## src/hw/rtl/ctdw_pkg.sv

```systemverilog
// ----------------------------------------------------------------------------
// Watchdog package
// Event kinds, register indexes, reset values and stream field positions.
// ----------------------------------------------------------------------------
package ctdw_pkg;

	typedef enum logic [1:0] {
		KIND_ARM    = 2'd0,
		KIND_BEAT   = 2'd1,
		KIND_TICK   = 2'd2,
		KIND_DISARM = 2'd3
	} kind_t;

	typedef enum logic [0:0] {
		CFG_MAX_TICK_GAP = 1'b0,
		CFG_HB_TIMEOUT   = 1'b1
	} cfg_idx_t;

	localparam int CFG_W       = 32;
	localparam int COUNT_W     = 32;
	localparam int TICK_TIME_W = 64;

	localparam logic [CFG_W-1:0] MAX_TICK_GAP_RST = 32'd2000;
	localparam logic [CFG_W-1:0] HB_TIMEOUT_RST   = 32'd100000;

	// slave stream: tdata = now_time, permit; tuser = kind
	localparam int S_TDATA_W = 72;
	localparam int S_TUSER_W = 2;
	localparam int PERMIT_BIT = 64;

	// master stream: tdata = arm_accepted, run_control, tick_time,
	// stop_request, is_armed, is_faulted, tick_total
	localparam int M_TDATA_W      = 104;
	localparam int OUT_ARM_BIT    = 0;
	localparam int OUT_RUN_BIT    = 1;
	localparam int OUT_TIME_LSB   = 2;
	localparam int OUT_STOP_BIT   = 66;
	localparam int OUT_ARMED_BIT  = 67;
	localparam int OUT_FAULT_BIT  = 68;
	localparam int OUT_COUNT_LSB  = 69;

	typedef struct packed {
		logic arm_accepted;
		logic run_control;
		logic stop_request;
	} evt_flags_t;

endpackage

```

## src/hw/rtl/control_tick_deadline_watchdog_core.sv

```systemverilog
// ----------------------------------------------------------------------------
// Control tick deadline watchdog
// Path from input accept to result valid: input reg, then result reg.
// Throughput: one item per cycle while the result side is not stalled; the
// state update is a single pass of compare/subtract logic between the
// input register and the result register.
// Reset (arst_n low, async): disarmed, no fault, stored times and tick count
// zero, limits back to 2000 us and 100000 us, both stream stages empty.
// ----------------------------------------------------------------------------
module control_tick_deadline_watchdog_core #(
	parameter int TIME_WIDTH = 64
) (
	input  logic                                 clk,
	input  logic                                 arst_n,
	// event stream in
	input  logic                                 s_tvalid,
	output logic                                 s_tready,
	input  logic [ctdw_pkg::S_TDATA_W-1:0]       s_tdata,  // [63:0] now_time, [64] permit
	input  logic [ctdw_pkg::S_TUSER_W-1:0]       s_tuser,  // [1:0] kind
	// result stream out
	output logic                                 m_tvalid,
	input  logic                                 m_tready,
	// [0] arm_accepted, [1] run_control, [65:2] tick_time, [66] stop_request,
	// [67] is_armed, [68] is_faulted, [100:69] tick_total
	output logic [ctdw_pkg::M_TDATA_W-1:0]       m_tdata,
	// register write channel
	input  logic                                 cfg_valid,
	output logic                                 cfg_ready,
	input  ctdw_pkg::cfg_idx_t                   cfg_index,
	input  logic [ctdw_pkg::CFG_W-1:0]           cfg_data
);
	import ctdw_pkg::*;

	// limits
	logic [CFG_W-1:0]      max_tick_gap_q;
	logic [CFG_W-1:0]      hb_timeout_q;

	// watchdog state
	logic                  armed_q;
	logic                  fault_q;
	logic [TIME_WIDTH-1:0] last_tick_q;
	logic [TIME_WIDTH-1:0] last_beat_q;
	logic [COUNT_W-1:0]    tick_ctr_q;

	// input stage
	logic                  valid_s1;
	kind_t                 kind_s1;
	logic [TIME_WIDTH-1:0] now_s1;
	logic                  permit_s1;

	// result stage
	logic                  out_valid_q;
	logic [M_TDATA_W-1:0]  out_data_q;

	// evaluation results
	logic                  armed_nxt;
	logic                  fault_nxt;
	logic [TIME_WIDTH-1:0] last_tick_nxt;
	logic [TIME_WIDTH-1:0] last_beat_nxt;
	logic [COUNT_W-1:0]    tick_ctr_nxt;
	evt_flags_t            flags;
	logic [TICK_TIME_W-1:0] tick_time;

	logic                  advance;
	logic                  in_fire;

	// The held event moves into the result register whenever that register
	// is empty or being drained this cycle; the input stage refills at once,
	// so back-to-back events stream at one per cycle while results are taken.
	assign advance  = valid_s1 && (!out_valid_q || m_tready);
	assign s_tready = !valid_s1 || advance;
	assign in_fire  = s_tvalid && s_tready;

	assign cfg_ready = 1'b1;
	assign m_tvalid  = out_valid_q;
	assign m_tdata   = out_data_q;

	// limit registers; the user must write only while idle, the block does not enforce it
	always_ff @(posedge clk or negedge arst_n) begin
		if (!arst_n) begin
			max_tick_gap_q <= MAX_TICK_GAP_RST;
			hb_timeout_q   <= HB_TIMEOUT_RST;
		end else if (cfg_valid && cfg_ready) begin
			unique case (cfg_index)
				CFG_MAX_TICK_GAP: max_tick_gap_q <= cfg_data;
				CFG_HB_TIMEOUT:   hb_timeout_q   <= cfg_data;
			endcase
		end
	end

	// input stage control
	always_ff @(posedge clk or negedge arst_n) begin
		if (!arst_n) begin
			valid_s1 <= 1'b0;
		end else if (in_fire) begin
			valid_s1 <= 1'b1;
		end else if (advance) begin
			valid_s1 <= 1'b0;
		end
	end

	// input stage payload; only low TIME_WIDTH bits of the time are used
	always_ff @(posedge clk) begin
		if (in_fire) begin
			kind_s1   <= kind_t'(s_tuser);
			now_s1    <= s_tdata[TIME_WIDTH-1:0];
			permit_s1 <= s_tdata[PERMIT_BIT];
		end
	end

	ctdw_eval #(
		.TIME_WIDTH (TIME_WIDTH)
	) u_eval (
		.kind              (kind_s1),
		.now_time          (now_s1),
		.permit            (permit_s1),
		.max_tick_gap      (max_tick_gap_q),
		.heartbeat_timeout (hb_timeout_q),
		.armed             (armed_q),
		.faulted           (fault_q),
		.last_tick         (last_tick_q),
		.last_beat         (last_beat_q),
		.tick_ctr          (tick_ctr_q),
		.armed_nxt         (armed_nxt),
		.faulted_nxt       (fault_nxt),
		.last_tick_nxt     (last_tick_nxt),
		.last_beat_nxt     (last_beat_nxt),
		.tick_ctr_nxt      (tick_ctr_nxt),
		.flags             (flags),
		.tick_time         (tick_time)
	);

	// state commits together with the result of the event that changed it
	always_ff @(posedge clk or negedge arst_n) begin
		if (!arst_n) begin
			armed_q     <= 1'b0;
			fault_q     <= 1'b0;
			last_tick_q <= '0;
			last_beat_q <= '0;
			tick_ctr_q  <= '0;
		end else if (advance) begin
			armed_q     <= armed_nxt;
			fault_q     <= fault_nxt;
			last_tick_q <= last_tick_nxt;
			last_beat_q <= last_beat_nxt;
			tick_ctr_q  <= tick_ctr_nxt;
		end
	end

	// result register control
	always_ff @(posedge clk or negedge arst_n) begin
		if (!arst_n) begin
			out_valid_q <= 1'b0;
		end else if (advance) begin
			out_valid_q <= 1'b1;
		end else if (m_tready) begin
			out_valid_q <= 1'b0;
		end
	end

	// result payload, packed lowest field first
	always_ff @(posedge clk) begin
		if (advance) begin
			out_data_q <= {3'b000, tick_ctr_nxt, fault_nxt, armed_nxt,
				flags.stop_request, tick_time, flags.run_control,
				flags.arm_accepted};
		end
	end

endmodule

```

## src/hw/rtl/ctdw_eval.sv

```systemverilog
// ----------------------------------------------------------------------------
// Watchdog event evaluation
// Next state and result flags for one event against the current state.
// ----------------------------------------------------------------------------
module ctdw_eval #(
	parameter int TIME_WIDTH = 64
) (
	input  ctdw_pkg::kind_t                       kind,
	input  logic [TIME_WIDTH-1:0]                 now_time,
	input  logic                                  permit,
	input  logic [ctdw_pkg::CFG_W-1:0]            max_tick_gap,
	input  logic [ctdw_pkg::CFG_W-1:0]            heartbeat_timeout,
	input  logic                                  armed,
	input  logic                                  faulted,
	input  logic [TIME_WIDTH-1:0]                 last_tick,
	input  logic [TIME_WIDTH-1:0]                 last_beat,
	input  logic [ctdw_pkg::COUNT_W-1:0]          tick_ctr,
	output logic                                  armed_nxt,
	output logic                                  faulted_nxt,
	output logic [TIME_WIDTH-1:0]                 last_tick_nxt,
	output logic [TIME_WIDTH-1:0]                 last_beat_nxt,
	output logic [ctdw_pkg::COUNT_W-1:0]          tick_ctr_nxt,
	output ctdw_pkg::evt_flags_t                  flags,
	output logic [ctdw_pkg::TICK_TIME_W-1:0]      tick_time
);
	import ctdw_pkg::*;

	// compare width covers both the time and the 32-bit limits
	localparam int DW = (TIME_WIDTH > CFG_W) ? TIME_WIDTH : CFG_W;

	logic [TIME_WIDTH-1:0] tick_gap;
	logic [TIME_WIDTH-1:0] beat_age;
	logic                  tick_back;
	logic                  beat_back;
	logic                  gap_over;
	logic                  age_over;

	assign tick_gap  = now_time - last_tick;
	assign beat_age  = now_time - last_beat;
	assign tick_back = now_time < last_tick;
	assign beat_back = now_time < last_beat;
	assign gap_over  = DW'(tick_gap) > DW'(max_tick_gap);
	assign age_over  = DW'(beat_age) > DW'(heartbeat_timeout);

	always_comb begin
		armed_nxt     = armed;
		faulted_nxt   = faulted;
		last_tick_nxt = last_tick;
		last_beat_nxt = last_beat;
		tick_ctr_nxt  = tick_ctr;
		flags         = '0;
		unique case (kind)
			KIND_ARM: begin
				if (permit && !faulted) begin
					last_tick_nxt      = now_time;
					last_beat_nxt      = now_time;
					armed_nxt          = 1'b1;
					flags.arm_accepted = 1'b1;
				end
			end
			KIND_BEAT: begin
				if (armed) begin
					if (!permit || beat_back) begin
						armed_nxt          = 1'b0;
						faulted_nxt        = 1'b1;
						flags.stop_request = 1'b1;
					end else begin
						last_beat_nxt = now_time;
					end
				end
			end
			KIND_TICK: begin
				if (armed) begin
					if (!permit || tick_back || beat_back || gap_over || age_over) begin
						armed_nxt          = 1'b0;
						faulted_nxt        = 1'b1;
						flags.stop_request = 1'b1;
					end else begin
						last_tick_nxt     = now_time;
						tick_ctr_nxt      = tick_ctr + 1'b1;
						flags.run_control = 1'b1;
					end
				end
			end
			KIND_DISARM: begin
				armed_nxt          = 1'b0;
				flags.stop_request = 1'b1;
			end
		endcase
	end

	assign tick_time = flags.run_control ? TICK_TIME_W'(now_time) : '0;

endmodule

```

## config.mk

```make
export PLATFORM = sky130hd
export DESIGN_NAME = control_tick_deadline_watchdog_core
export DESIGN_NICKNAME = d
export VERILOG_FILES = /design/src/hw/rtl/ctdw_pkg.sv /design/src/hw/rtl/control_tick_deadline_watchdog_core.sv /design/src/hw/rtl/ctdw_eval.sv
export SDC_FILE = /design/constraint.sdc
export NUM_CORES = 1
export LEC_CHECK = 0
export BUFFER_PORTS_ARGS = -buffer_cell sky130_fd_sc_hd__buf_4
export CAP_MARGIN = 10
export CORE_MARGIN = 2
export CORE_UTILIZATION = 39
export CTS_CLUSTER_SIZE = 30
export DETAILED_ROUTE_END_ITERATION = 6
export HOLD_SLACK_MARGIN = 0.03
export PLACE_DENSITY_LB_ADDON = 0.2
export SYNTH_ARGS = -nofsm -noshare
export SYNTH_HDL_FRONTEND = slang
export SYNTH_HIERARCHICAL = 1
export SYNTH_SLANG_ARGS = --single-unit
```

## constraint.sdc

```tcl
create_clock -name clk -period 9.9 [get_ports clk]
set_clock_uncertainty 0.1 [all_clocks]
set_input_delay 1.98 -clock clk [delete_from_list [all_inputs] [get_ports clk]]
set_output_delay 1.98 -clock clk [all_outputs]
set_load 0.05 [all_outputs]
```

Word-level counts from Yosys, hierarchy flattened
Cells that the tools add are included.
- bits in latches: 0
- RAM bits: 0
- flip-flop bits (word level): 396
- memories kept: 0
- output and inout bits: 107
- ROM bits: 0
- eq/ne operators: 8
- reduce and logical (&&, ||, !) cells: 23
- bitwise operators: 1
- shifts and indexed selects: 0
- $mul: 0
- multiplexer cells: 32
- $lt $le $gt $ge: 4
- add/subtract/negate cells: 3
- div/mod/pow operators: 0
- operator list (kind ; count):
    64-bit two-way mux ; 5
    64-bit one-hot mux with 2 select lines ; 2
    64-bit by 32-bit greater-than comparator with 1-bit output ; 2
    64-bit less-than comparator ; 2
    64-bit subtractor ; 2
    32-bit two-way mux ; 3
    32-bit by 1-bit adder with 32-bit output (second input constant) ; 1
    1-bit two-way mux ; 18
    5-bit AND reduction ; 2
    2-bit inequality test (second input constant) ; 4
    2-bit nonzero test ; 4
    1-bit logical OR ; 7
    2-bit == test (second input constant) ; 2
    1-bit zero test ; 4
    1-bit one-hot mux with 4 select lines ; 1
    2-bit AND reduction ; 2
    1-bit logical AND ; 3
    1-bit one-hot mux with 3 select lines ; 1
    2-bit by 1-bit == test with 1-bit output (second input constant) ; 1
    2-bit zero test ; 1
    2-bit two-way mux ; 1
    2-bit by 1-bit inequality test with 1-bit output (second input constant) ; 1
    1-bit one-hot mux with 2 select lines ; 1
    1-bit NOT ; 1

Longest topological paths before layout
- word-level depth: 8
- mapped depth: 32
- gate-level depth less buffers: 29

By module
The synthesis kept the hierarchy.
- by module, submodules not included (module ; times used ; area an instance (um^2) ; cells an instance):
    ctdw_eval ; 1 ; 15952.8 ; 2536
    control_tick_deadline_watchdog_core ; 1 ; 13865.8 ; 661

Worst setup path before layout
OpenSTA, ideal clock, no wires.
- path type: register to register
- start point: register now_s1[0]
- end point: register tick_ctr_q[1]
- data arrival time: 5.475 ns
- period minus slack after synthesis: 5.699 ns
- setup time: 0.125 ns
- required time: 9.675 ns
- path slack: 4.201 ns
- buffers on the path: 2
- stages on the path, launching flop included: 32
- cell sequence: edfxtp_1 > inv_1 > ha_1 > inv_1 > fa_1 > a211oi_1 > o21ai_0 > nand3_1 > nand2_1 > a21oi_1 > nor2b_1 > o21ai_0 > nand2b_1 > a21oi_1 > xnor2_1 > ha_1 > and3_1 > nand4_1 > nor2_1 > o21a_1 > o31ai_1 > o211ai_1 > a211o_1 > nor4_1 > nand4_1 > nor4b_2 > o2111a_1 > buf_4 > and2_4 > buf_12 > mux2_4 > mux2_2
- longest elaborated chain between the ends: 8
- RTL lines (item ; line ; text):
    from (decl) ; control_tick_deadline_watchdog_core.sv:48 ; logic [TIME_WIDTH-1:0] now_s1;
    from (signal assigned) ; control_tick_deadline_watchdog_core.sv:106 ; now_s1 <= s_tdata[TIME_WIDTH-1:0];
    parallel branches: the longest is 4 deep, another holds 64-bit subtractor ; n/a ;
    1-bit logical OR (*) ; ctdw_eval.sv:74 ; if (!permit || tick_back || beat_back || gap_over || age_over) begin
    32-bit two-way mux (*) ; ctdw_eval.sv:74 ;
    32-bit two-way mux (*) ; ctdw_eval.sv:73 ; if (armed) begin
    32-bit two-way mux (*) ; ctdw_eval.sv:52 ; unique case (kind)
    net tick_ctr_nxt[1] ; control_tick_deadline_watchdog_core.sv:60 ; logic [COUNT_W-1:0] tick_ctr_nxt;
    to (signal assigned) ; control_tick_deadline_watchdog_core.sv:146 ; tick_ctr_q <= tick_ctr_nxt;
    to (decl) ; control_tick_deadline_watchdog_core.sv:43 ; logic [COUNT_W-1:0] tick_ctr_q;
Mark *: on every way through the listed nets, which the timed path passes.
A chain may end at the register's enable or synchronous reset.

Final worst setup path
- start point: register now_s1[0]
- end point: register tick_ctr_q[31]
Same word-level chain as after synthesis.

==> impl_metrics.env <==
export IMPL_whs_ns=0.3847
export IMPL_post_drt_wl_per_cell_um=21.85
export IMPL_layout_common_cells="nand2_1, inv_1, buf_4"
export IMPL_detail_route_vias_per_cell=5.873
export IMPL_ys_seq_area_share_pct=36.10
export IMPL_io_buffer_count=207
export IMPL_power_density_nw_per_um2=294.0
export IMPL_core_area_sq_um=75820
export IMPL_grt_pass1_wl_um=143500
export IMPL_fmax_mhz=123.2
export IMPL_avgSynthCellArea_sq_um=9.327
export IMPL_failed_checks="design-rule violations"
export IMPL_cts_buffer_depth=3
export IMPL_die_h_um=280.5
export IMPL_ys_seq_elements=396
export IMPL_ys_types=89
export IMPL_cp_top_family="compound AO/OA/AOI/OAI gates"
export IMPL_vias=25210
export IMPL_grt_antenna_before_repair=0
export IMPL_finalCriticalPeriod_ns=8.118
export IMPL_total_power_mw=9.814
export IMPL_synth_edf_count=168
export IMPL_ys_warn_count=6
export IMPL_fin_tns_setup_ns=0
export IMPL_yosys_top_cells_area="dfrtp_1, edfxtp_1, ha_1, mux2_2, nand2_1"
export IMPL_first_pass_iters=7
export IMPL_clkPwrFrac_pct=18.2
export IMPL_p_int_mw=5.286
export IMPL_ir_drop_uv=144.8
export IMPL_grt_pass1_vias=23900
export IMPL_hold_path_class="flop to flop"
export IMPL_antenna_left=0
export IMPL_worstMarginPinSlew_ns=1.146
export IMPL_slowest_delay_ns=0.76
export IMPL_cts_hold_fix_buffers=0
export IMPL_post_route_period_util_pct=82.00
export IMPL_cellLeakagePower_nw=14.22
export IMPL_rows=101
export IMPL_power_switching_share_pct=46.13
export IMPL_drc=1
export IMPL_arrival_ns=8.52
export IMPL_rsz0062_at_grt="no"
export IMPL_run_status="finished, violations left"
export IMPL_layout_commonest_cell="nand2_1"
export IMPL_path_buf_inv=3
export IMPL_gp_congestion=1.022
export IMPL_synth_top_area_share_pct=18.13
export IMPL_yosys_area_top_type="dfrtp_1"
export IMPL_die_area_sq_um=78690
export IMPL_end_kind="flop"
export IMPL_drv_slew=0
export IMPL_tritoncts="built"
export IMPL_synthArstFlopShare_pct=57.58
export IMPL_post_route_util_pct=44.03
export IMPL_ios=219
export IMPL_dieWidth_um=280.5
export IMPL_hpwl_um=68990
export IMPL_drtIter0Drc=2030
export IMPL_post_cts_resized=0
export IMPL_synthCells=3197
export IMPL_cp_required_ns=10.31
export IMPL_drv_cap=0
export IMPL_hold_viol=0
export IMPL_crit_fanout=92
export IMPL_grt_usage_pct=23.16
export IMPL_critPathKind="flop to flop"
export IMPL_clkTransAtPathRegs_ns=0.06
export IMPL_htreeDepth=2
export IMPL_root_buffer="clkbuf_16"
export IMPL_p_sw_mw=4.528
export IMPL_antennaDiodeCount=0
export IMPL_drt_wl_total_um=93800
export IMPL_crit_slowest_cell="buf_4"
export IMPL_yosys_most_used_dff="dfrtp_1"
export IMPL_start_kind="flop"
export IMPL_relSlewSlack_pct=23.63
export IMPL_grt_overflow=0
export IMPL_drive_gt1_share_pct=19.34
export IMPL_fin_nets=3587
export IMPL_clock_latency_ns=0.63
export IMPL_syn_to_final_growth_pct=11.96
export IMPL_p_comb_share_pct=57.6
export IMPL_seq_power_share_pct=24.1
export IMPL_synth_area_sq_um=29820
export IMPL_initial_utilization_pct=39.33
export IMPL_cts_inserted_buffers=47
export IMPL_postCtsSetupBuffers=0
export IMPL_grt_max_degree=140
export IMPL_clock_sinks=396
export IMPL_crit_top_cell="nand4_1"
export IMPL_setup_viol=0
## synth_stat cells (all sizes together) (86+ instances only)
cell,number
nand2,368
o21ai,262
mux2,228
inv,225
dfrtp,216
a21oi,208
ha,197
edfxtp,168
nor2,138
clkbuf,128
and3,93
nand4,86
## power groups by stage
| stage | clock [mW] | sequential, mW | combinational [mW] |
|---|---|---|---|
| floorplan | 0 | 2.40 | 3.95 |
| global placement | 0 | 2.38 | 5.50 |
| detailed placement | 0 | 2.39 | 5.51 |
| CTS | 1.85 | 2.37 | 5.55 |
| global route | 1.90 | 2.43 | 6.15 |
| finish | 1.79 | 2.37 | 5.66 |
## layout make-up
cell class                 instances  area, sq um
fill                            7455        42440
multi-input combinational       2381        17240
sequential                       396        10770
timing repair buffer             225         1722
clock buffer                      62         1282
tap                              978         1224
inverter                         225        844.6
clock inverter                    26        305.3
## per-stage QoR
stage,instance area [sq um],cells,worst slack (ns)
detailed placement,31800,4205,1.961
global placement,31800,4205,2.046
global route,33380,4293,1.267
CTS,33380,4293,1.918
finish,33380,4293,1.782
floorplan,29830,3199,4.201
## layer usage
metal / wire length, um / share of wire [%] / up-vias / GRT usage (%)
li1: - / - / 11970 / -
met1: 43690 / 47 / 12330 / 32.84
met2: 42390 / 45 / 769 / 37.18
met3: 5095 / 5.4 / 142 / 2.631
met4: 2622 / 2.8 / 0 / 6.513
met5: 0 / 0 / - / 0
## flip-flops by register name, summed over array words and instances, names as in the netlist
register and flops:
kind_s1 2, m_tvalid 1, last_tick_q 64, fault_q 1, max_tick_gap_q 32, valid_s1 1
m_tdata 101, now_s1 64, armed_q 1, tick_ctr_q 32, hb_timeout_q 32, last_beat_q 64
permit_s1 1
## final timing paths
kind / start / endpoint / slack (ns) / cells past startpoint
worst min register to register: max_tick_gap_q[14] / max_tick_gap_q[14] / 0.38 / 1
min in group asynchronous: arst_n / tick_ctr_q[25] / 1.28 / 1
max in group asynchronous: arst_n / last_tick_q[32] / 6.61 / 3
worst max-delay path: now_s1[0] / tick_ctr_q[31] / 1.78 / 30
worst max register to register: now_s1[0] / tick_ctr_q[31] / 1.78 / 30
worst min-delay path: max_tick_gap_q[14] / max_tick_gap_q[14] / 0.38 / 1
## kinds of logic after synthesis
| family | Yosys count | synth area share (%) |
|---|---|---|
| muxes | 236 | 9.760 |
| AOI/OAI and AO/OA | 915 | 21.14 |
| buffers and inverters | 422 | 6.391 |
| adders and majority gates | 199 | 8.400 |
| xor gates and xnor gates | 121 | 3.554 |
| other | 2 | 0.02519 |
| and+or+nand+nor | 906 | 14.63 |
| DFF | 396 | 36.10 |
Power figures use the tool's default switching activity.
